`config.mk`:
```
export PLATFORM = sky130hd
export DESIGN_NAME = gbr_front_flat
export DESIGN_NICKNAME = d
export VERILOG_FILES = /design/src/rtl/gray_binomial_reduce_4x4_unit_defines.svh /design/src/rtl/gbr_pkg.sv /design/src/rtl/gbr_if.sv /design/src/rtl/gbr_front.sv /design/src/flat_wrapper.sv
export SDC_FILE = /design/constraint.sdc
export NUM_CORES = 1
export LEC_CHECK = 0
export BUFFER_PORTS_ARGS = -buffer_cell sky130_fd_sc_hd__buf_4
export CORE_ASPECT_RATIO = 1.1
export CORE_MARGIN = 3
export CORE_UTILIZATION = 50
export DETAILED_ROUTE_END_ITERATION = 16
export HOLD_SLACK_MARGIN = 0.15
export PLACE_DENSITY_LB_ADDON = 0.15
export SLEW_MARGIN = 0
export SYNTH_ARGS = -nofsm -noshare
export SYNTH_HDL_FRONTEND = slang
export SYNTH_SLANG_ARGS = --single-unit
```
`constraint.sdc`:
```
create_clock -name clk -period 16.1 [get_ports clk]
set_input_delay 0.805 -clock clk [delete_from_list [all_inputs] [get_ports clk]]
set_output_delay 0.805 -clock clk [all_outputs]
set_load 0.02 [all_outputs]
```
`src/rtl/gray_binomial_reduce_4x4_unit_defines.svh`:
```
// assertion helpers for the reduce unit, clocked on clk and held off during rst
`ifndef GRAY_BINOMIAL_REDUCE_4X4_UNIT_DEFINES_SVH
`define GRAY_BINOMIAL_REDUCE_4X4_UNIT_DEFINES_SVH

// consequent checked in the same cycle
`define GBR_ASSERT_NOW(name, ante, cons, msg) \
  name: assert property (@(posedge clk) disable iff (rst) (ante) |-> (cons)) \
    else $error(msg);

// consequent checked in the cycle after the antecedent
`define GBR_ASSERT_NEXT(name, ante, cons, msg) \
  name: assert property (@(posedge clk) disable iff (rst) (ante) |=> (cons)) \
    else $error(msg);

`endif

```
`src/rtl/gbr_pkg.sv`:
```
package gbr_pkg;

  localparam int MAX_WIDTH  = 4096;
  localparam int LINE_LEN   = (MAX_WIDTH + 1) / 2;
  localparam int ADDR_W     = $clog2(LINE_LEN);
  localparam int COL_W      = $clog2(MAX_WIDTH);
  localparam int ROW_W      = 16;

  localparam int PIX_W      = 8;
  localparam int HS_W       = 11;
  localparam int VS_W       = 15;
  localparam int RND_SHIFT  = 6;
  localparam int RND_BIAS   = 32;

  localparam int OUT_COL_W  = 11;
  localparam int OUT_ROW_W  = 15;

  localparam int NLANE      = 3;
  localparam int LANE_IDX_W = $clog2(NLANE);

  localparam int CFG_W        = 16;
  localparam int CFG_IDX_W    = 2;
  localparam int SRC_WIDTH_W  = 13;
  localparam int SRC_HEIGHT_W = 16;
  localparam int RESET_WIDTH  = 640;
  localparam int RESET_HEIGHT = 480;

  typedef enum logic [CFG_IDX_W-1:0] {
    REG_SRC_WIDTH,
    REG_SRC_HEIGHT
  } cfg_reg_t;

  // horizontal sums of the three previous rows for one output column
  typedef logic [NLANE-1:0][HS_W-1:0] lanes_t;

  // one line memory access and the result it may produce
  typedef struct packed {
    logic [ADDR_W-1:0]     x;
    logic [OUT_ROW_W-1:0]  y;
    logic [HS_W-1:0]       hs;
    logic [1:0]            e;
    logic [1:0]            rlim;
    logic [LANE_IDX_W-1:0] rmod3;
    logic                  emit;
    logic                  last;
  } job_t;

  function automatic logic [1:0] tap_weight(input logic [1:0] j);
    return (j == 2'd1 || j == 2'd2) ? 2'd3 : 2'd1;
  endfunction

  // distance back from the newest sample to tap j, clamped at the frame start
  function automatic logic [1:0] tap_dist(input logic [1:0] f, input logic [1:0] j,
                                          input logic [1:0] lim);
    logic [1:0] d;
    d = (f > j) ? f - j : 2'd0;
    return (d > lim) ? lim : d;
  endfunction

  // lane holding the row d rows above the current one
  function automatic logic [LANE_IDX_W-1:0] lane_of(input logic [LANE_IDX_W-1:0] base,
                                                    input logic [1:0] d);
    logic [2:0] t;
    t = 3'(base) + 3'd3 - 3'(d);
    if (t >= 3'd3) t = t - 3'd3;
    return LANE_IDX_W'(t);
  endfunction

endpackage

```
`src/rtl/gbr_if.sv`:
```
interface gbr_pix_if;
  import gbr_pkg::*;

  logic             valid;
  logic             ready;
  logic [PIX_W-1:0] pixel_in;

  modport source (output valid, output pixel_in, input ready);
  modport sink   (input valid, input pixel_in, output ready);
endinterface


```
`src/rtl/gbr_front.sv`:
```
module gbr_front (
  input  logic                       clk,
  input  logic                       rst,
  input  logic                       restart,
  input  logic [gbr_pkg::COL_W-1:0]  wlast,
  input  logic [gbr_pkg::ROW_W-1:0]  hlast,
  gbr_pix_if.sink                    pix,
  input  logic                       job_ready,
  output logic                       job_valid,
  output gbr_pkg::job_t              job
);
  import gbr_pkg::*;

  logic [COL_W-1:0]      col;
  logic [ROW_W-1:0]      row;
  logic [LANE_IDX_W-1:0] row_mod3;
  logic [PIX_W-1:0]      win [3];

  logic                  c_end, r_end, h_emit, v_emit;
  logic                  w_ge3, h_ge3, two_x_now, two_y_now;
  logic [COL_W-1:0]      xlo_full;
  logic [ROW_W-1:0]      ylo_full;
  logic [1:0]            c_lim, r_lim, f_lo, e_lo;
  logic [HS_W-1:0]       hs_now [2];
  logic [PIX_W-1:0]      tapv [4];
  logic                  take;

  logic                  s0_valid, s0_jx, s0_jy, s0_done;
  logic [HS_W-1:0]       s0_hs [2];
  logic [ADDR_W-1:0]     s0_xlo;
  logic [OUT_ROW_W-1:0]  s0_ylo;
  logic                  s0_two_x, s0_two_y, s0_emit;
  logic [1:0]            s0_e, s0_rlim;
  logic [LANE_IDX_W-1:0] s0_rmod3;

  // where this pixel sits in the frame and which outputs it completes
  always_comb begin
    c_end     = (col == wlast);
    r_end     = (row == hlast);
    h_emit    = c_end || ((col >= COL_W'(2)) && !col[0]);
    v_emit    = r_end || ((row >= ROW_W'(2)) && !row[0]);
    w_ge3     = (wlast >= COL_W'(2));
    h_ge3     = (hlast >= ROW_W'(2));
    two_x_now = c_end && !wlast[0] && w_ge3;
    two_y_now = v_emit && r_end && !hlast[0] && h_ge3;
    if (c_end) xlo_full = w_ge3 ? ((wlast - COL_W'(1)) >> 1) : '0;
    else       xlo_full = (col >> 1) - COL_W'(1);
    if (r_end) ylo_full = h_ge3 ? ((hlast - ROW_W'(1)) >> 1) : '0;
    else       ylo_full = (row >> 1) - ROW_W'(1);
    c_lim = (col >= COL_W'(3)) ? 2'd3 : col[1:0];
    r_lim = (row >= ROW_W'(3)) ? 2'd3 : row[1:0];
    f_lo  = col[1:0] - {xlo_full[0], 1'b0} + 2'd1;
    e_lo  = row[1:0] - {ylo_full[0], 1'b0} + 2'd1;
  end

  // horizontal 1,3,3,1 sums for up to two output columns
  always_comb begin
    logic [1:0]      f;
    logic [1:0]      o;
    logic [HS_W-1:0] acc;
    tapv[0] = pix.pixel_in;
    tapv[1] = win[0];
    tapv[2] = win[1];
    tapv[3] = win[2];
    for (int k = 0; k < 2; k++) begin
      f   = (k == 0) ? f_lo : f_lo - 2'd2;
      acc = '0;
      for (int i = 0; i < 4; i++) begin
        o   = tap_dist(f, 2'(i), c_lim);
        acc = acc + HS_W'(tap_weight(2'(i))) * HS_W'(tapv[o]);
      end
      hs_now[k] = acc;
    end
  end

  assign take      = pix.valid && pix.ready;
  assign s0_done   = (s0_jx == s0_two_x) && (s0_jy == s0_two_y);
  assign job_valid = s0_valid && job_ready;
  assign pix.ready = !s0_valid || (job_ready && s0_done);

  always_comb begin
    job.x     = s0_xlo + ADDR_W'(s0_jx);
    job.y     = s0_ylo + OUT_ROW_W'(s0_jy);
    job.hs    = s0_hs[s0_jx];
    job.e     = s0_jy ? s0_e - 2'd2 : s0_e;
    job.rlim  = s0_rlim;
    job.rmod3 = s0_rmod3;
    job.emit  = s0_emit;
    job.last  = s0_done;
  end

  always_ff @(posedge clk) begin
    if (rst) begin
      col      <= '0;
      row      <= '0;
      row_mod3 <= '0;
      s0_valid <= 1'b0;
      s0_jx    <= 1'b0;
      s0_jy    <= 1'b0;
    end else begin
      if (restart) begin
        col      <= '0;
        row      <= '0;
        row_mod3 <= '0;
      end else if (take) begin
        if (c_end) begin
          col <= '0;
          if (r_end) begin
            row      <= '0;
            row_mod3 <= '0;
          end else begin
            row      <= row + ROW_W'(1);
            row_mod3 <= (row_mod3 == LANE_IDX_W'(NLANE - 1)) ? '0
                                                               : row_mod3 + LANE_IDX_W'(1);
          end
        end else begin
          col <= col + COL_W'(1);
        end
      end

      // jobs go out column first, then row
      if (take && h_emit) begin
        s0_valid <= 1'b1;
        s0_jx    <= 1'b0;
        s0_jy    <= 1'b0;
      end else if (job_valid) begin
        if (s0_done) begin
          s0_valid <= 1'b0;
        end else if (s0_jx != s0_two_x) begin
          s0_jx <= 1'b1;
        end else begin
          s0_jx <= 1'b0;
          s0_jy <= 1'b1;
        end
      end
    end
  end

  always_ff @(posedge clk) begin
    if (take) begin
      win[2] <= win[1];
      win[1] <= win[0];
      win[0] <= pix.pixel_in;
    end
    if (take && h_emit) begin
      s0_hs[0] <= hs_now[0];
      s0_hs[1] <= hs_now[1];
      s0_xlo   <= ADDR_W'(xlo_full);
      s0_ylo   <= OUT_ROW_W'(ylo_full);
      s0_two_x <= two_x_now;
      s0_two_y <= two_y_now;
      s0_emit  <= v_emit;
      s0_e     <= e_lo;
      s0_rlim  <= r_lim;
      s0_rmod3 <= row_mod3;
    end
  end

endmodule

```
`src/flat_wrapper.sv`:
```
// flat-port wrapper written by rule: the top's interface ports become plain ports
module gbr_front_flat import gbr_pkg::*;
  (clk, rst, restart, wlast, hlast, job_ready, job_valid, job, pix_valid, pix_pixel_in, pix_ready);
  gbr_pix_if pix_i ();
  input  logic clk;
  input  logic rst;
  input  logic restart;
  input  logic [gbr_pkg::COL_W-1:0] wlast;
  input  logic [gbr_pkg::ROW_W-1:0] hlast;
  input  logic job_ready;
  output logic job_valid;
  output gbr_pkg::job_t job;
  input wire logic [$bits(pix_i.valid)-1:0] pix_valid;
  input wire logic [$bits(pix_i.pixel_in)-1:0] pix_pixel_in;
  output wire logic [$bits(pix_i.ready)-1:0] pix_ready;
  assign pix_i.valid = pix_valid;
  assign pix_i.pixel_in = pix_pixel_in;
  assign pix_ready = pix_i.ready;
  gbr_front u_core (.clk(clk), .rst(rst), .restart(restart), .wlast(wlast), .hlast(hlast), .pix(pix_i), .job_ready(job_ready), .job_valid(job_valid), .job(job));
endmodule
```
=== Word level (Yosys, flattened, before mapping) ===
Memory sizes are Yosys's and may differ from the RTL's. A register that Yosys moved wholly into a read port is not among the register bits.
Index checks and enable logic that the tools add are counted.

* Magnitude comparators: 30
* Multiply operators: 4
* Bitwise operators: 10
* Eq/ne operators: 6
* $add $sub $neg: 26
* Multiplexer cells: 60
* Reduce and logical (&&, ||, !) cells: 28

{| class="wikitable"
|+ Operators by type and width
! cell !! count
|-
| $bmux W8 S2 || 8
|-
| $mux W8 || 16
|-
| $ge A16 B2 Y1 const B || 3
|-
| $mul A2 B8 Y10 const A || 4
|-
| $mux W2 || 20
|-
| $ge A12 B2 Y1 const B || 3
|-
| $mux W15 || 2
|-
| $ge A3 B3 Y1 const B || 8
|-
| $not A2 Y3 || 8
|-
| $add A11 B10 Y11 || 2
|-
| $add A11 B8 Y11 || 2
|-
| $add A8 B10 Y11 || 2
|-
| $mux W11 || 2
|-
| $add A16 B1 Y16 const B || 1
|-
| $eq A16 B16 Y1 || 1
|-
| $gt A2 B2 Y1 || 8
|-
| $mux W16 || 1
|-
| $sub A16 B1 Y16 const B || 1
|-
| $add A15 B1 Y15 || 1
|-
| $sub A15 B1 Y15 const B || 1
|-
| $add A12 B1 Y12 const B || 1
|-
| $eq A12 B12 Y1 || 1
|-
| $logic_and A1 B1 Y1 || 12
|-
| $mux W12 || 1
|-
| 20 further kinds || 55
|}

* Memories kept: 2
* Input bits: 41
* Register bits after elaboration: 68
* Bits in writable memories: 46

{| class="wikitable"
|+ Memories
! name !! words !! width !! read ports !! clocked after Yosys merged registers in !! write ports !! RTL line !! text
|-
| u_core.win || 3 || 8 || 3 || 0 || 3 || gbr_front.sv:17 || <nowiki>logic [PIX_W-1:0] win [3];</nowiki>
|-
| u_core.s0_hs || 2 || 11 || 1 || 1 || 2 || gbr_front.sv:29 || <nowiki>logic [HS_W-1:0] s0_hs [2];</nowiki>
|}

=== Longest topological paths before layout ===
* Word-level depth: 18
* Mapped depth: 34
* Depth with buffers taken out: 34

=== Worst setup path before layout ===
Ideal clock, no wire load.

* Path kind: input -> register
* Start point: in wlast[5] in the netlist's numbering
* End point: mem u_core.s0_hs[0][10], data pin
* Path buffers: 1
* Slack: 9019 ps
* Arrival: 6823 ps
* Cell stages on the path: 30
* Cells stage by stage: buf_2 -> nor4_2 -> nand4_4 -> nor2b_4 -> xnor2_1 -> and2_4 -> inv_1 -> ha_1 -> inv_1 -> ha_1 -> a21oi_1 -> o32ai_2 -> inv_1 -> mux4_2 -> inv_1 -> fa_1 -> fa_1 -> fa_1 -> inv_1 -> ha_1 -> inv_1 -> fa_1 -> nor2b_1 -> o21ai_0 -> a21boi_0 -> o21a_1 -> o21ai_0 -> nand2b_1 -> a21oi_1 -> xnor2_1

{| class="wikitable"
|+ RTL lines
! item !! RTL line !! text
|-
| start: declaration || flat_wrapper.sv:8 || <nowiki>input logic [gbr_pkg::COL_W-1:0] wlast;</nowiki>
|-
| end: declaration || gbr_front.sv:29 ||
|}

==> qor.log <==
[sta] hold violation count in the final report 0
[yosys] main flop type after synthesis sky130_fd_sc_hd__edfxtp_1
[worst_hold_path] source of the worst hold timing path u_core.row_mod3[1]
[pwr] VDD IR-drop max 0.000149 V
[flow_run] reported max-cap violation count 0
[yosys] synthesized area per cell 10.1 sq um
[critical_path] CP Max Fanout 24
[worst_hold_path] hold path depth 0
[clock_tree] post-CTS setup buffer count 0
[clock_tree] TritonCTS Sinks 115
[critical_path] critical path class register to register
[sta] RSZ-0062 raised after global routing false
[clock_tree] clock slew at the register clock pins of the worst setup and hold paths 0.06 ns
[placed_design] DPL Wire Length 16,900 um
[yosys] Netlist Area Pre-Place 10,100 sq um
[finish] fraction of layout instances using a drive strength above 1 16.6%
[die] total die area 21,900 sq um
[yosys] number of synthesized register bits 115
[critical_path] slowest stage cell on the critical path sky130_fd_sc_hd__dfxtp_1
[sta] minimum clock period after layout 7.48 ns
[critical_path] startpoint kind of the worst setup timing path register
[finish] most frequent standard cell in the layout excluding fill and tap cells sky130_fd_sc_hd__inv_1
[die] standard-cell row count 53
[critical_path] reg-to-reg endpoint u_core.s0_hs[0][10]
[sta] timing-limited maximum frequency 0.134 GHz
[clock_tree] cts-stage hold buffer count 0
[routing] antenna viol nets, final 0
[clock_tree] clock latency of the later-clocked register in the worst-skew pair 0.42 ns
[critical_path] worst path bufs/invs 7
[placed_design] gp weighted congestion 0.884
[routing] drt wl/cell 16.7 um
[critical_path] start of the worst register-to-register path u_core.col[0]
[die] y dimension of the die 155 um
[clock_tree] TritonCTS Buffers 17
[worst_hold_path] end point of the most critical hold path u_core.s0_rmod3[1]
[grt] first-pass GRT wire length 36,700 um
[placed_design] port bufs 87
[pwr] Lkg Pwr 4.73 nW
[placed_design] post-detailed-placement cell area 10,900 sq um
[die] core footprint 19,500 sq um
[worst_hold_path] worst hold path type register to register
[sta] worst setup skew after layout 0.00647 ns
[finish] final design instance area without fill 11,400 sq um
[grt] maximum number of pins on one net before global-route repair 35
[sta] count of final setup violators 0
[placed_design] setup slack after placement 8.27 ns
[yosys] post-synthesis net count 1,159
[yosys] area fraction of the dominant cell type after synthesis 24.1%
[clock_tree] H-tree levels 4
[grt] global route total overflow 0
[routing] Total Routed Length 22,100 um
[sta] worst-margin pin slew 0.907 ns
[pwr] total power divided by cell area 121 nW/um^2
[finish] commonest non-fill, non-tap cells in the layout 131 x sky130_fd_sc_hd__inv_1, 92 x sky130_fd_sc_hd__buf_4, 84 x sky130_fd_sc_hd__xnor2_1
[yosys] number of enable flip-flop cells after synthesis 81
[clock_tree] CTS Root Buffer Type sky130_fd_sc_hd__clkbuf_16
[critical_path] arrival time reported for the critical path endpoint 7.64 ns
[sta] crit share post-route 46.4%
[clock_tree] clock tree from TritonCTS done
[critical_path] biggest cell delay along the critical path 0.78 ns
[routing] first-pass iteration count of the detailed router 5
[finish] diodes inserted 0
[yosys] Synthesis Warnings 0
[routing] via count normalized by instance count 5.45
[critical_path] CP top delay family adder cells
[yosys] sequential cell area fraction in the yosys report 30.8%
[yosys] most area-hungry cell type in the Yosys netlist sky130_fd_sc_hd__edfxtp_1
[sta] final-report max-slew violation count 0
[finish] Nets 1,225
[grt] via count of the first global-routing pass 7,287
[yosys] number of distinct library cells after synthesis 59
[clock_tree] cells resized by post-CTS repair 0
[die] count of pins on the block boundary 88
[die] Die Span X 141 um
[routing] initial detailed-routing violation count 366
[sta] Worst slew margin 39.5%
[grt] initial antenna violation count 0
[sta] smallest setup slack after layout 8.62 ns
[die] initial cell density of the core 51.8%
[yosys] top post-synthesis cells by area sky130_fd_sc_hd__edfxtp_1 24%, sky130_fd_sc_hd__fa_1 11%, sky130_fd_sc_hd__ha_1 7.9%
[critical_path] most frequent cell on the critical path sky130_fd_sc_hd__inv_1
[critical_path] required time of the worst setup path 16.27 ns
[finish] synthesis-to-finish area growth 12.9%
[yosys] gate count of the mapped netlist 998
[sta] total negative slack for setup checks 0 ns
[routing] DRC 0
[status] run status finished, final reports clean
[critical_path] kind of capture point of the worst setup path register
[critical_path] R2R Setup Slk 8.62 ns
[yosys] share of synthesized flip-flops with an asynchronous set or reset 0%
[critical_path] FF-to-FF path depth 29
[routing] via count 7,215
[clock_tree] number of buffers on the longest clock path 2
[pwr] total power draw 0.00138 W
[grt] GRT Overall Usage 20.8%
-- cell families after synthesis --
logic type / Yosys count / share of synthesized area (%)
and+or+nand+nor: 273 / 13.7
adders and majority gates: 120 / 19.0
buffers and inverters: 179 / 7.09
muxes: 61 / 10.3
AOI/OAI and AO/OA: 116 / 7.32
xor gates and xnor gates: 134 / 11.6
DFF: 115 / 30.8
-- Yosys cell counts, types with 4 or more instances --
master / number
sky130_fd_sc_hd__a21o_1: 13
sky130_fd_sc_hd__a21oi_1: 40
sky130_fd_sc_hd__and2_1: 6
sky130_fd_sc_hd__and3_1: 13
sky130_fd_sc_hd__buf_1: 5
sky130_fd_sc_hd__buf_2: 11
sky130_fd_sc_hd__buf_4: 4
sky130_fd_sc_hd__clkbuf_1: 23
sky130_fd_sc_hd__dfxtp_1: 34
sky130_fd_sc_hd__edfxtp_1: 81
sky130_fd_sc_hd__fa_1: 56
sky130_fd_sc_hd__ha_1: 64
sky130_fd_sc_hd__inv_1: 131
sky130_fd_sc_hd__mux2_2: 15
sky130_fd_sc_hd__mux2i_1: 14
sky130_fd_sc_hd__mux4_1: 4
sky130_fd_sc_hd__mux4_2: 28
sky130_fd_sc_hd__nand2_1: 57
sky130_fd_sc_hd__nand2b_1: 6
sky130_fd_sc_hd__nand3_1: 33
sky130_fd_sc_hd__nand4_1: 12
sky130_fd_sc_hd__nor2_1: 71
sky130_fd_sc_hd__nor2b_1: 4
sky130_fd_sc_hd__nor3_1: 29
sky130_fd_sc_hd__nor4_1: 8
sky130_fd_sc_hd__o21ai_0: 22
sky130_fd_sc_hd__o21bai_1: 6
sky130_fd_sc_hd__o22ai_1: 15
sky130_fd_sc_hd__or3_1: 16
sky130_fd_sc_hd__xnor2_1: 84
sky130_fd_sc_hd__xor2_1: 50
-- power breakdown --
part	leakage, nW	switching (W)	internal [W]	total, W
Sequential	0.995	0.0000109	0.000381	0.000392
Clock	0.237	0.000137	0.000194	0.000331
Combinational	3.50	0.000350	0.000305	0.000655
-- metrics by stage --
stage	util (%)	hold WS [ns]	cells
after floorplan	-	0.432	998
after detailed placement	55.9	0.455	1292
final	58.5	0.456	1324
after global placement	55.9	0.444	1292
after global routing	58.5	0.467	1324
after CTS	58.5	0.458	1324
-- sequential cells by signal, summed over array words and instances, names as in the netlist, named ones only --
name and cells:
u_core.col 12, u_core.row 16, u_core.row_mod3 2, u_core.s0_e 2
u_core.s0_emit 1, u_core.s0_hs 22, u_core.s0_jx 1, u_core.s0_jy 1
u_core.s0_rlim 2, u_core.s0_rmod3 2, u_core.s0_two_x 1, u_core.s0_two_y 1
u_core.s0_valid 1, u_core.s0_xlo 11, u_core.s0_ylo 15, u_core.win 24
-- cell type report --
class | instances | area, sq um
well taps | 247 | 309
multi-input cells | 704 | 6280
inverters | 134 | 503
flip-flops and latches | 115 | 3110
clock inverters | 11 | 65.1
clock buffers | 21 | 440
fillers | 1726 | 8100
repair buffers | 92 | 691
-- how the worst max path moves through the flow --
stage | startpoint | endpoint | slack [ns] | cells after the start
3_3_place_gp | wlast[0] | u_core.s0_hs[0][10] | 8.38 | 32
3_5_place_dp | wlast[0] | u_core.s0_hs[0][10] | 8.27 | 32
4_1_cts | u_core.col[0] | u_core.s0_hs[0][10] | 8.63 | 29
2_1_floorplan | wlast[5] | u_core.s0_hs[0][10] | 9.02 | 30
5_1_grt | u_core.col[0] | u_core.s0_hs[0][10] | 8.07 | 30
6_report | u_core.col[0] | u_core.s0_hs[0][10] | 8.62 | 29
-- metal layers --
layer  vias to the layer above  part of all wire [%]  global-route usage (%)
met4                         0                   1.8                    6.81
met2                       169                    49                    35.0
met1                      3465                    45                    27.3
met3                        30                   4.3                    3.90
li1                       3551                     -                       -
met5                         -                     0                       0
Power figures use the tool's default switching activity.
