<file path="src/rtl/gray_binomial_reduce_4x4_unit_defines.svh">
// assertion helpers for the reduce unit, clocked on clk and held off during rst
`ifndef GRAY_BINOMIAL_REDUCE_4X4_UNIT_DEFINES_SVH
`define GRAY_BINOMIAL_REDUCE_4X4_UNIT_DEFINES_SVH

// consequent checked in the same cycle
`define GBR_ASSERT_NOW(name, ante, cons, msg) \
  name: assert property (@(posedge clk) disable iff (rst) (ante) |-> (cons)) \
    else $error(msg);

// consequent checked in the cycle after the antecedent
`define GBR_ASSERT_NEXT(name, ante, cons, msg) \
  name: assert property (@(posedge clk) disable iff (rst) (ante) |=> (cons)) \
    else $error(msg);

`endif

</file>
<file path="src/rtl/gbr_pkg.sv">
package gbr_pkg;

  localparam int MAX_WIDTH  = 4096;
  localparam int LINE_LEN   = (MAX_WIDTH + 1) / 2;
  localparam int ADDR_W     = $clog2(LINE_LEN);
  localparam int COL_W      = $clog2(MAX_WIDTH);
  localparam int ROW_W      = 16;

  localparam int PIX_W      = 8;
  localparam int HS_W       = 11;
  localparam int VS_W       = 15;
  localparam int RND_SHIFT  = 6;
  localparam int RND_BIAS   = 32;

  localparam int OUT_COL_W  = 11;
  localparam int OUT_ROW_W  = 15;

  localparam int NLANE      = 3;
  localparam int LANE_IDX_W = $clog2(NLANE);

  localparam int CFG_W        = 16;
  localparam int CFG_IDX_W    = 2;
  localparam int SRC_WIDTH_W  = 13;
  localparam int SRC_HEIGHT_W = 16;
  localparam int RESET_WIDTH  = 640;
  localparam int RESET_HEIGHT = 480;

  typedef enum logic [CFG_IDX_W-1:0] {
    REG_SRC_WIDTH,
    REG_SRC_HEIGHT
  } cfg_reg_t;

  // horizontal sums of the three previous rows for one output column
  typedef logic [NLANE-1:0][HS_W-1:0] lanes_t;

  // one line memory access and the result it may produce
  typedef struct packed {
    logic [ADDR_W-1:0]     x;
    logic [OUT_ROW_W-1:0]  y;
    logic [HS_W-1:0]       hs;
    logic [1:0]            e;
    logic [1:0]            rlim;
    logic [LANE_IDX_W-1:0] rmod3;
    logic                  emit;
    logic                  last;
  } job_t;

  function automatic logic [1:0] tap_weight(input logic [1:0] j);
    return (j == 2'd1 || j == 2'd2) ? 2'd3 : 2'd1;
  endfunction

  // distance back from the newest sample to tap j, clamped at the frame start
  function automatic logic [1:0] tap_dist(input logic [1:0] f, input logic [1:0] j,
                                          input logic [1:0] lim);
    logic [1:0] d;
    d = (f > j) ? f - j : 2'd0;
    return (d > lim) ? lim : d;
  endfunction

  // lane holding the row d rows above the current one
  function automatic logic [LANE_IDX_W-1:0] lane_of(input logic [LANE_IDX_W-1:0] base,
                                                    input logic [1:0] d);
    logic [2:0] t;
    t = 3'(base) + 3'd3 - 3'(d);
    if (t >= 3'd3) t = t - 3'd3;
    return LANE_IDX_W'(t);
  endfunction

endpackage

</file>
<file path="src/rtl/gbr_if.sv">


interface gbr_res_if;
  import gbr_pkg::*;

  logic                 valid;
  logic                 ready;
  logic [PIX_W-1:0]     pixel_out;
  logic [OUT_COL_W-1:0] out_col;
  logic [OUT_ROW_W-1:0] out_row;
  logic                 run_last;

  modport source (output valid, output pixel_out, output out_col, output out_row,
                  output run_last, input ready);
  modport sink   (input valid, input pixel_out, input out_col, input out_row,
                  input run_last, output ready);
endinterface

</file>
<file path="src/rtl/gbr_vert.sv">
module gbr_vert (
  input  logic            clk,
  input  logic            rst,
  input  logic            job_valid,
  input  gbr_pkg::job_t   job,
  output logic            job_ready,
  input  gbr_pkg::lanes_t rd_data,
  gbr_res_if.source       res
);
  import gbr_pkg::*;

  logic                 s1_valid, s1_go, o_free;
  job_t                 s1_job;
  logic [VS_W-1:0]      vsum;
  logic                 o_valid, o_last;
  logic [PIX_W-1:0]     o_pix;
  logic [OUT_COL_W-1:0] o_col;
  logic [OUT_ROW_W-1:0] o_row;

  assign o_free    = !o_valid || res.ready;
  assign s1_go     = s1_valid && (!s1_job.emit || o_free);
  assign job_ready = !s1_valid || s1_go;

  // vertical 1,3,3,1 over the stored rows and the current row's sum
  always_comb begin
    logic [1:0]      d;
    logic [HS_W-1:0] v;
    vsum = VS_W'(RND_BIAS);
    for (int j = 0; j < 4; j++) begin
      d    = tap_dist(s1_job.e, 2'(j), s1_job.rlim);
      v    = (d == 2'd0) ? s1_job.hs : rd_data[lane_of(s1_job.rmod3, d)];
      vsum = vsum + VS_W'(tap_weight(2'(j))) * VS_W'(v);
    end
  end

  always_ff @(posedge clk) begin
    if (rst) begin
      s1_valid <= 1'b0;
      o_valid  <= 1'b0;
    end else begin
      if (job_valid)  s1_valid <= 1'b1;
      else if (s1_go) s1_valid <= 1'b0;
      if (o_free) o_valid <= s1_valid && s1_job.emit;
    end
  end

  always_ff @(posedge clk) begin
    if (job_valid) s1_job <= job;
    if (o_free && s1_valid && s1_job.emit) begin
      o_pix  <= vsum[PIX_W+RND_SHIFT-1:RND_SHIFT];
      o_col  <= OUT_COL_W'(s1_job.x);
      o_row  <= s1_job.y;
      o_last <= s1_job.last;
    end
  end

  assign res.valid     = o_valid;
  assign res.pixel_out = o_pix;
  assign res.out_col   = o_col;
  assign res.out_row   = o_row;
  assign res.run_last  = o_last;

endmodule

</file>
<file path="src/flat_wrapper.sv">
// flat-port wrapper written by rule: the top's interface ports become plain ports
module gbr_vert_flat import gbr_pkg::*;
  (clk, rst, job_valid, job, job_ready, rd_data, res_valid, res_pixel_out, res_out_col, res_out_row, res_run_last, res_ready);
  gbr_res_if res_i ();
  input  logic clk;
  input  logic rst;
  input  logic job_valid;
  input  gbr_pkg::job_t job;
  output logic job_ready;
  input  gbr_pkg::lanes_t rd_data;
  output wire logic [$bits(res_i.valid)-1:0] res_valid;
  output wire logic [$bits(res_i.pixel_out)-1:0] res_pixel_out;
  output wire logic [$bits(res_i.out_col)-1:0] res_out_col;
  output wire logic [$bits(res_i.out_row)-1:0] res_out_row;
  output wire logic [$bits(res_i.run_last)-1:0] res_run_last;
  input wire logic [$bits(res_i.ready)-1:0] res_ready;
  assign res_valid = res_i.valid;
  assign res_pixel_out = res_i.pixel_out;
  assign res_out_col = res_i.out_col;
  assign res_out_row = res_i.out_row;
  assign res_run_last = res_i.run_last;
  assign res_i.ready = res_ready;
  gbr_vert u_core (.clk(clk), .rst(rst), .job_valid(job_valid), .job(job), .job_ready(job_ready), .rd_data(rd_data), .res(res_i));
endmodule
</file>
<file path="config.mk">
export PLATFORM = sky130hd
export DESIGN_NAME = gbr_vert_flat
export DESIGN_NICKNAME = d
export VERILOG_FILES = /design/src/rtl/gray_binomial_reduce_4x4_unit_defines.svh /design/src/rtl/gbr_pkg.sv /design/src/rtl/gbr_if.sv /design/src/rtl/gbr_vert.sv /design/src/flat_wrapper.sv
export SDC_FILE = /design/constraint.sdc
export NUM_CORES = 1
export LEC_CHECK = 0
export BUFFER_PORTS_ARGS = -buffer_cell sky130_fd_sc_hd__buf_4
export CORE_UTILIZATION = 54
export DETAILED_ROUTE_END_ITERATION = 16
export GPL_TIMING_DRIVEN = 0
export HOLD_SLACK_MARGIN = 0.06
export PLACE_DENSITY = 0.82
export SLEW_MARGIN = 15
export SYNTH_ARGS = -nofsm -noshare
export SYNTH_HDL_FRONTEND = slang
export SYNTH_SLANG_ARGS = --single-unit
export TNS_END_PERCENT = 50
</file>
<file path="constraint.sdc">
create_clock -name clk -period 8.1 [get_ports clk]
set_clock_uncertainty 0.1 [all_clocks]
set_input_delay 0.405 -clock clk [delete_from_list [all_inputs] [get_ports clk]]
set_output_delay 0.405 -clock clk [all_outputs]
set_load 0.05 [all_outputs]
</file>
* Word-level counts from Yosys, hierarchy flattened
Cells that the tools add are included.
** Cells by class
- $add $sub $neg :: 16
- $mul :: 2
- Order comparisons :: 16
- Mux-type cells :: 26
- Reductions and logical operators :: 15
** Operator list (count)
- $bmux 11 s2 :: 4
- $mux 11 :: 8
- $add 14x13->14 :: 2
- $mul 2x11->13 const A :: 2
- $mux 2 :: 12
- $add 14x11->14 :: 1
- $add 6x11->12 const A :: 1
- $ge 3x2->1 const B :: 4
- $lt 2x3->1 const B :: 4
- $sub 2x2->2 const B :: 6
- $sub 3x2->3 :: 4
- $gt 2x2->1 :: 4
- $logic_not 2->1 :: 4
- $gt 2x1->1 const B :: 2
- $gt 2x2->1 const B :: 2
- $logic_and 1x1->1 :: 4
- $add 2x2->3 const B :: 1
- $logic_not 1->1 :: 3
- $logic_or 1x1->1 :: 3
- $mux 1 :: 2
- $reduce_bool 2->1 :: 1
- $sub 2x1->2 const B :: 1
** Word-level totals
- Register bits :: 82
- Input bits :: 82
- Output and inout port bits :: 37

* Depth between registers and ports, before layout
Gate-level depths: netlist of the first run.
- Depth after elaboration :: 14
- Depth in mapped cells :: 32

* Least setup slack after synthesis of the first run
Ideal clock, no wire load.
- Path type :: register -> register
- Start point :: register u_core.s1_job[4] (netlist name)
- End point :: register u_core.o_pix[7] (netlist: u_core.res.pixel_out[7]) (data pin)
- Library setup time :: 0.266 ns
- Arrival :: 6.809 ns
- Data required time :: 7.734 ns
- Setup slack :: 0.925 ns
- Stages on the path, launching flop included :: 28
- Path buffers :: 0
- Period minus slack after synthesis :: 7.175 ns
- Path through :: edfxtp_1 ha_1 a21oi_1 a22oi_1 and2_1 ha_1 inv_1 fa_1 ha_1 or2_2 mux4_2 nor3_1 nor3_1 a21oi_1 inv_1 ha_1 fa_1 fa_1 inv_1 fa_1 inv_1 ha_1 a21oi_1 o31ai_1 o31a_1 nor4_1 nor3_1 xor2_1
** On the way
- Cells in the longest elaborated chain, start to end :: 12
** RTL lines
- from (decl) :: RTL line gbr_vert.sv:13 : job_t s1_job;
- from (signal assigned) :: RTL line gbr_vert.sv:48 : if (job_valid) s1_job <= job;
- $gt 2x2->1 :: RTL line gbr_pkg.sv:57 : return (d > lim) ? lim : d;
- $mux 2 :: RTL line gbr_pkg.sv:57
- $sub 3x2->3 :: RTL line gbr_pkg.sv:64 : t = 3'(base) + 3'd3 - 3'(d);
- $ge 3x2->1 or $sub 2x2->2 (tied branches) :: RTL line gbr_pkg.sv:65 : if (t >= 3'd3) t = t - 3'd3;
- $mux 2 :: RTL line gbr_pkg.sv:65
- $bmux 11 s2 :: RTL line gbr_vert.sv:31 : v = (d == 2'd0) ? s1_job.hs : rd_data[lane_of(s1_job.rmod3, d)];
- $mux 11 (not written as such) :: RTL line gbr_vert.sv:31
- $mux 11 :: RTL line gbr_vert.sv:31
- $mul 2x11->13 or $add 6x11->12 (tied branches) :: RTL line gbr_vert.sv:32 : vsum = vsum + VS_W'(tap_weight(2'(j))) * VS_W'(v);
- $add 14x13->14 (2 in series) :: RTL line gbr_vert.sv:32
- $add 14x11->14 * :: RTL line gbr_vert.sv:32
- via u_core.vsum[13] :: RTL line gbr_vert.sv:14 : logic [VS_W-1:0] vsum;
- to (signal assigned) :: RTL line gbr_vert.sv:50 : o_pix <= vsum[PIX_W+RND_SHIFT-1:RND_SHIFT];
- to (decl) :: RTL line gbr_vert.sv:16 : logic [PIX_W-1:0] o_pix;
The timed path passes the listed nets; every way through them passes the cells marked *. The select of a mux whose other input is x is not followed.
A chain may end at the register's enable or synchronous reset.

* Final worst setup path of the first run
Same ends and word-level chain as after synthesis.

==> out/metrics.csv, run 1 <==
stage,metric,value,unit
yosys,synth-edff-count,80,
yosys,synth_top_cell_area_share,40.73,%
outcome,status,finished clean,
floorplan,die_w,106.5,um
yosys,syn-instance-count,527,
routing,wl,13200,um
yosys,synth_area,0.005898,mm2
setup_path,cpPeakStageDelay,580,ps
floorplan,initial_core_util,56.37,%
clocking,cts.clk_slew.worst_paths,90,ps
routing,dr_wl_met2,6443,um
grt,grt_pass1_vias,4534,
floorplan,fp.coreArea,0.01046,mm2
clocking,numCtsBuffers,9,
routing,first_iter_violations,207,
setup_path,crit_top_cell,inv_1,
yosys,synth_area_leaders,"edfxtp_1 (41%), fa_1 (15%), ha_1 (6.6%)",
sta,slew_viol_final,0,
routing,antenna_left,0,
sta,max_slew_margin,57.47,%
grt,grt_max_degree,47,
placement,hpwl,10550,um
floorplan,die_h,106.5,um
setup_path,cp_max_fo,10,
setup_path,start_kind,flop,
grt,gr-total-overflow,0,
sta,setup-tns-final,0,ps
finish,final_layout_size_suffix_gt1_share,25.94,%
finish,diodes,0,
setup_path,end_kind,flop,
routing,drt_pass1_iterations,4,
routing,met1Wirelength,5386,um
routing,remaining_drc_errors,0,
sta,setup_viol,0,
finish,nets,819,
yosys,synth_common_cells,"edfxtp_1 (80), inv_1 (72), nor2_1 (62), fa_1 (44), a21oi_1 (43)",
floorplan,die_area,0.01134,mm2
setup_path,cp.arrival,7640,ps
clocking,clk_path_buf_depth,2,
sta,worstMarginPinSlew,633.4,ps
grt,antenna_found_initial,0,
yosys,yosysWarnings,0,
yosys,synthesis.area_per_instance,11.19,um2
clocking,numClockSinks,82,
clocking,cts_tree,built,
yosys,synth.distinct_cells,58,
setup_path,cp_slowest_cell,fa_1,
clocking,postCtsHoldBufs,0,
floorplan,rows,37,
clocking,clkLatencyLatePin,350,ps
sta,hold_viol,0,
setup_path,path_class,flop to flop,
yosys,yosysMostFrequentCell,edfxtp_1,
finish,synthToLayoutAreaGrowth,22.47,%
sta,fmax,130.7,MHz
setup_path,path_buf_inv,7,
routing,wl_per_cell,16.44,um
placement,io_buffers,118,
routing,top_layer,met4,
routing,avgViaCountPerCell,5.481,
routing,wl_met3,1212,um
yosys,synthFlopType,edfxtp_1,
floorplan,io_pins,119,
clocking,cts_root_buf,clkbuf_8,
yosys,ys_ff_latch,82,
yosys,yosysSeqAreaShare,41.41,%
run,maxCapViolations,0,
grt,grt_pass1_wl,21900,um
setup_path,crit_family,adder cells,
yosys,synth_top_cell_by_area,edfxtp_1,
grt,track_usage,25.25,%
sta,final.min_clock_period,7651,ps
routing,vias,4401,
clocking,h-tree-depth,3,
sta,period_share,94.45,%
hold_path,hold_path_class,input pin to flop,
setup_path,critPathRequiredTime,8090,ps
placement,routabilityCongestion,0.8840,
yosys,ys_async_sr_fraction,0,%
==> layout by cell type, fill, tap and decap left out, types with 4 or more instances in the layout <==
master | netlist | final
nand2_1 | 20 | 20
buf_4 | 1 | 123
a211oi_1 | 11 | 11
inv_1 | 72 | 72
a21oi_1 | 43 | 42
mux2_2 | 9 | 9
o21ai_0 | 14 | 14
and2_1 | 5 | 5
nor2b_1 | 5 | 5
nor2_1 | 62 | 61
xor2_1 | 4 | 4
clkbuf_1 | 8 | 7
edfxtp_1 | 80 | 80
nor3_1 | 13 | 13
fa_1 | 44 | 44
mux2i_1 | 34 | 33
ha_1 | 31 | 31
clkbuf_8 | 1 | 10
xnor2_1 | 7 | 7
==> cells by family after synthesis <==
family          count (synthesis)  synth area share, %
buf+inv                        87                5.961
fa+ha+maj                      75                21.51
flops                          82                41.41
simple gates                  120                9.334
compound gates                106                11.94
xor+xnor                       12                1.909
other cells                     1              0.06358
mux                            44                7.870
==> flip-flops by register name (all words and copies together), names as in the netlist <==
signal and cells:
u_core.res.out_row 15, u_core.res.run_last 1, u_core.res.pixel_out 8, u_core.s1_job 45, u_core.res.out_col 11, u_core.s1_valid 1, u_core.res.valid 1
==> path summary, 6_finish.rpt <==
kind	depth (start not counted)	start	end	slack (ps)
worst min-delay path	2	rst	u_core.s1_valid$_SDFFE_PP0P_	110
worst min register to register	0	u_core.s1_job[19]$_DFFE_PP_	u_core.res.out_row[0]$_DFFE_PP_	320
worst max register to register	31	u_core.s1_job[4]$_DFFE_PP_	u_core.res.pixel_out[7]$_DFFE_PP_	450
worst max-delay path	31	u_core.s1_job[4]$_DFFE_PP_	u_core.res.pixel_out[7]$_DFFE_PP_	450
==> layout make-up <==
cell class	count	area (um2)
buffer	15	85.08
sequential	82	2442
multi-input combinational	359	3139
inverter	72	270.3
clock buffer	9	123.9
clock inverter	7	48.80
fill	798	3239
timing repair buffer	123	943.4
tap	136	170.2
==> timing repair <==
item / CTS / global route
buffers inserted: 0 / 4
endpoints found under the setup margin: 0 / 7
gates resized for setup: 0 / 8
==> metal layers <==
layer  vias up  track usage, %
met4         0           6.947
met5         -               0
met1      2094           31.92
met2       182           42.95
li1       2113               -
met3        12           6.622
==> metrics by stage <==
step	util (%)	hold slack (ps)	cells	instance area, um2	worst slack [ps]
2_1_floorplan	-	300.3	528	5902	925.1
6_report	69.04	107.6	803	7223	449.2
5_1_grt	69.04	92.67	803	7223	-0.8109
3_5_place_dp	66.84	304.5	783	6993	74.79
4_1_cts	68.49	83.25	799	7166	17.89
3_3_place_gp	66.50	300.6	782	6958	173.1
Power of run 1 is not shown: default switching activity piles up to over one toggle a cycle in this logic, so the estimate is an artifact.
==> inputs of run 2 (changes only) <==
SETUP_SLACK_MARGIN = 0.5   (was unset)
==> out/metrics.csv, run 2 (synthesis results as in run 1) <==
stage,metric,value,unit,change
finish,nFillCells,760,,was 798
routing,remaining_drc_errors,0,,unchanged
sta,max_slew_margin,51.41,%,was 57.47%
sta,period_share,90.27,%,was 94.45%
clocking,numClockSinks,82,,unchanged
grt,gr-total-overflow,0,,unchanged
setup_path,crit_end,u_core.res.pixel_out[7]$_DFFE_PP_,,unchanged
setup_path,cp-startpoint,u_core.s1_job[6]$_DFFE_PP_,,was u_core.s1_job[4]$_DFFE_PP_
clocking,clk_path_buf_depth,2,,unchanged
routing,met1Wirelength,5585,um,was 5386 um
setup_path,critPathRequiredTime,8090,ps,about the same
grt,grt_pass1_wl,22020,um,"was 21,900 um"
routing,drt_pass1_iterations,5,,was 4
finish,top_register,u_core.s1_job,,unchanged
hold_path,hold_depth,2,,unchanged
placement,hpwl,10550,um,unchanged
finish,largest_reg_flops,45,,unchanged
floorplan,initial_core_util,56.37,%,unchanged
routing,wl_per_cell,16.67,um,was 16.44 um
setup_path,r2r-end,u_core.res.pixel_out[7]$_DFFE_PP_,,unchanged
finish,mostFrequentLayoutCell,buf_4,,unchanged
run,maxCapViolations,0,,unchanged
clocking,cts_tree,built,,unchanged
routing,top_layer,met4,,unchanged
floorplan,io_pins,119,,unchanged
routing,antenna_left,0,,unchanged
setup_path,r2r_setup_slack,790,ps,was 450 ps
floorplan,die_area,0.01134,mm2,unchanged
setup_path,cp_slowest_cell,fa_2,,was fa_1
sta,slew_viol_final,0,,unchanged
routing,first_iter_violations,204,,was 207
hold_path,hold_path_class,input pin to flop,,unchanged
floorplan,die_w,106.5,um,unchanged
sta,fmax,136.8,MHz,was 130.7 MHz
sta,setup-tns-final,0,ps,unchanged
floorplan,die_h,106.5,um,unchanged
finish,synthToLayoutAreaGrowth,26.33,%,was 22.47%
routing,vias,4478,,"was 4,401"
clocking,cts_root_buf,clkbuf_8,,unchanged
grt,antenna_found_initial,0,,unchanged
clocking,numCtsBuffers,9,,unchanged
setup_path,r2r_start,u_core.s1_job[6]$_DFFE_PP_,,was u_core.s1_job[4]$_DFFE_PP_
placement,routabilityCongestion,0.8840,,unchanged
routing,wl,13640,um,"was 13,200 um"
grt,grt_max_degree,47,,unchanged
grt,grt_pass1_vias,4566,,"was 4,534"
setup_path,worstRegToRegCells,29,,was 31
setup_path,start_kind,flop,,unchanged
clocking,clkLatencyLatePin,350,ps,about the same
floorplan,fp.coreArea,0.01046,mm2,unchanged
clocking,cts.clk_slew.worst_paths,90,ps,about the same
finish,diodes,0,,unchanged
clocking,h-tree-depth,3,,unchanged
sta,final.min_clock_period,7312,ps,was 7651 ps
clocking,postCtsHoldBufs,0,,unchanged
finish,final_layout_size_suffix_gt1_share,30.79,%,was 25.94%
setup_path,end_kind,flop,,unchanged
setup_path,path_class,flop to flop,,unchanged
sta,worstMarginPinSlew,728.8,ps,was 633.4 ps
setup_path,cp.arrival,7300,ps,was 7640 ps
floorplan,rows,37,,unchanged
routing,avgViaCountPerCell,5.474,,was 5.481
setup_path,crit_top_cell,inv_1,,unchanged
setup_path,cpPeakStageDelay,610,ps,was 580 ps
sta,rsz0062_at_grt,no,,
sta,setup_viol,0,,unchanged
outcome,status,finished clean,,unchanged
sta,hold_viol,0,,unchanged
finish,final_cell_mix,"buf_4 (136), edfxtp_1 (80), inv_1 (72)",,"was buf_4 (123), edfxtp_1 (80), inv_1 (72)"
grt,track_usage,25.36,%,was 25.25%
finish,nets,834,,was 819
placement,io_buffers,118,,unchanged
routing,dr_wl_met2,6766,um,was 6443 um
routing,wl_met3,1144,um,was 1212 um
setup_path,cp_max_fo,4,,was 10
## run 2: timing repair
item,CTS,global route
gates resized for setup,7,29
setup endpoints to repair,7,7
pin swaps,1,9
buffers inserted,6,13
## run 2: stage by stage
stage	area (um2)	instances	util [%]	hold slack [ps]	worst slack [ps]
2_1_floorplan	5902	528	-	300.3	925.1
3_3_place_gp	6958	782	66.50	300.6	173.1
3_5_place_dp	6993	783	66.84	304.5	74.79
4_1_cts	7246	805	69.25	83.25	522.2
5_1_grt	7451	818	71.21	92.67	440.6
6_report	7451	818	71.21	108.3	788.3
## run 2: critical path: cells and delay by family (launching register included)
| family | cells | cell delay, ps |
|---|---|---|
| adders and majority gates | 9 | 3340 |
| and+or+nand+nor | 7 | 1170 |
| AOI/OAI and AO/OA | 5 | 940 |
| muxes | 1 | 490 |
| buffers and inverters | 6 | 460 |
| DFF | 1 | 410 |
| xor gates and xnor gates | 1 | 150 |
## run 2: how the worst min path moves through the flow
stage / startpoint / end / slack [ps]
after CTS: rst / u_core.s1_valid$_SDFFE_PP0P_ / 80
final: rst / u_core.s1_valid$_SDFFE_PP0P_ / 110
after floorplan: u_core.s1_job[34]$_DFFE_PP_ / u_core.res.out_col[0]$_DFFE_PP_ / 300
after detailed placement: u_core.s1_job[19]$_DFFE_PP_ / u_core.res.out_row[0]$_DFFE_PP_ / 300
after global placement: u_core.s1_job[31]$_DFFE_PP_ / u_core.res.out_row[12]$_DFFE_PP_ / 300
after global routing: rst / u_core.s1_valid$_SDFFE_PP0P_ / 90
## run 2: metal layers
| layer | track usage [%] | up-vias |
|---|---|---|
| li1 | - | 2136 |
| met1 | 31.96 | 2165 |
| met2 | 43.32 | 167 |
| met3 | 6.683 | 10 |
| met4 | 6.751 | 0 |
| met5 | 0 | - |
## run 2: layout make-up
type / instances / area, um2 / area share [%]
sequential: 82 / 2442 / 32.78
timing repair buffer: 138 / 1066 / 14.31
inverter: 72 / 270.3 / 3.627
clock inverter: 7 / 48.80 / 0.6549
clock buffer: 9 / 123.9 / 1.662
multi-input combinational: 359 / 3231 / 43.36
tap: 136 / 170.2 / 2.284
buffer: 15 / 98.84 / 1.327
Power of run 2 is left out for the same reason.
==> inputs of run 3 (changes only) <==
CORE_UTILIZATION = 55   (was 54)
PLACE_DENSITY = 0.83   (was 0.82)
==> out/metrics.csv, run 3 (synthesis results as in run 1) <==
stage,metric,value,unit,change
routing,vias,4516,,"was 4,478"
floorplan,die_w,105.6,um,was 106.5 um
setup_path,cp_max_fo,5,,was 4
finish,nets,845,,was 834
clocking,cts_tree,built,,unchanged
outcome,status,finished clean,,unchanged
clocking,cts_root_buf,clkbuf_8,,unchanged
sta,period_share,90.74,%,was 90.27%
setup_path,cp.arrival,7340,ps,was 7300 ps
grt,grt_pass1_wl,22560,um,"was 22,020 um"
clocking,clkLatencyLatePin,360,ps,was 350 ps
clocking,h-tree-depth,3,,unchanged
setup_path,path_class,flop to flop,,unchanged
finish,top_register,u_core.s1_job,,unchanged
sta,setup_viol,0,,unchanged
sta,final.min_clock_period,7350,ps,was 7312 ps
floorplan,initial_core_util,56.88,%,was 56.37%
floorplan,fp.coreArea,0.01037,mm2,was 0.01046 mm2
finish,mostFrequentLayoutCell,buf_4,,unchanged
finish,largest_reg_flops,45,,unchanged
grt,gr-total-overflow,0,,unchanged
finish,final_cell_mix,"buf_4 (150), edfxtp_1 (80), inv_1 (72)",,"was buf_4 (136), edfxtp_1 (80), inv_1 (72)"
setup_path,end_kind,flop,,unchanged
finish,diodes,0,,unchanged
sta,rsz0062_at_grt,no,,unchanged
routing,antenna_left,0,,unchanged
sta,worstMarginPinSlew,720.6,ps,was 728.8 ps
grt,grt_pass1_vias,4555,,"was 4,566"
placement,hpwl,10810,um,"was 10,550 um"
floorplan,rows,37,,unchanged
sta,max_slew_margin,51.96,%,was 51.41%
sta,fmax,136.1,MHz,was 136.8 MHz
finish,synthToLayoutAreaGrowth,28.94,%,was 26.33%
routing,first_iter_violations,252,,was 204
routing,remaining_drc_errors,0,,unchanged
placement,routabilityCongestion,0.8420,,was 0.8840
setup_path,crit_family,adder cells,,unchanged
setup_path,cp_slowest_cell,fa_2,,unchanged
clocking,clk_path_buf_depth,2,,unchanged
setup_path,cp-startpoint,u_core.s1_job[6]$_DFFE_PP_,,unchanged
setup_path,path_buf_inv,5,,was 6
clocking,cts.clk_slew.worst_paths,90,ps,about the same
routing,avgViaCountPerCell,5.448,,was 5.474
clocking,postCtsHoldBufs,0,,unchanged
routing,wl,14380,um,"was 13,640 um"
setup_path,critPathRequiredTime,8090,ps,about the same
setup_path,r2r_start,u_core.s1_job[6]$_DFFE_PP_,,unchanged
sta,slew_viol_final,0,,unchanged
grt,antenna_found_initial,0,,unchanged
finish,final_layout_size_suffix_gt1_share,33.62,%,was 30.79%
sta,hold_viol,0,,unchanged
routing,wl_per_cell,17.35,um,was 16.67 um
run,maxCapViolations,0,,unchanged
grt,grt_max_degree,47,,unchanged
sta,setup-tns-final,0,ps,unchanged
routing,drt_pass1_iterations,5,,unchanged
placement,io_buffers,118,,unchanged
hold_path,hold_path_class,input pin to flop,,unchanged
clocking,numCtsBuffers,9,,unchanged
setup_path,start_kind,flop,,unchanged
hold_path,worstHoldStart,rst,,unchanged
clocking,numClockSinks,82,,unchanged
floorplan,io_pins,119,,unchanged
grt,track_usage,26.55,%,was 25.36%
floorplan,die_h,105.6,um,was 106.5 um
floorplan,die_area,0.01114,mm2,was 0.01134 mm2
setup_path,cpPeakStageDelay,550,ps,was 610 ps
==> run 3: worst paths after layout <==
| check | endpoint | slack [ps] | depth (start not counted) |
|---|---|---|---|
| max | u_core.res.pixel_out[7]$_DFFE_PP_ | 750 | 28 |
| min | u_core.s1_valid$_SDFFE_PP0P_ | 120 | 2 |
| max reg2reg | u_core.res.pixel_out[7]$_DFFE_PP_ | 750 | 28 |
| min reg2reg | u_core.res.out_row[12]$_DFFE_PP_ | 320 | 0 |
==> run 3: layout make-up <==
type	count	area [um2]
repair buffers	149	1131
flip-flops and latches	82	2442
inverters	72	270.3
clock inverters	3	23.77
fillers	739	2765
plain buffers	15	103.9
well taps	136	170.2
clock buffers	13	158.9
multi-input cells	359	3304
==> run 3: timing repair <==
item	in CTS	in global routing
pin swaps	0	7
endpoints found under the setup margin	7	6
gates resized for setup	16	40
buffers inserted	6	24
==> run 3: layer usage <==
metal / GRT usage, % / routed length (um) / vias to the layer above
li1: - / - / 2166
met1: 33.69 / 5897 / 2163
met2: 44.08 / 7045 / 168
met3: 6.865 / 1138 / 19
met4: 9.623 / 299 / 0
met5: 0 / 0 / -
==> run 3: stage by stage <==
step	utilization [%]	setup WS, ps	hold slack (ps)	std cells	instance area [um2]
6_report	73.33	750.2	117.8	829	7605
5_1_grt	73.33	388.1	103.3	829	7605
4_1_cts	70.07	508.3	98.29	805	7266
3_5_place_dp	67.36	4.134	304.5	783	6985
3_3_place_gp	67.10	152.9	300.3	782	6958
2_1_floorplan	-	925.1	300.3	528	5902
Power of run 3 is left out for the same reason.
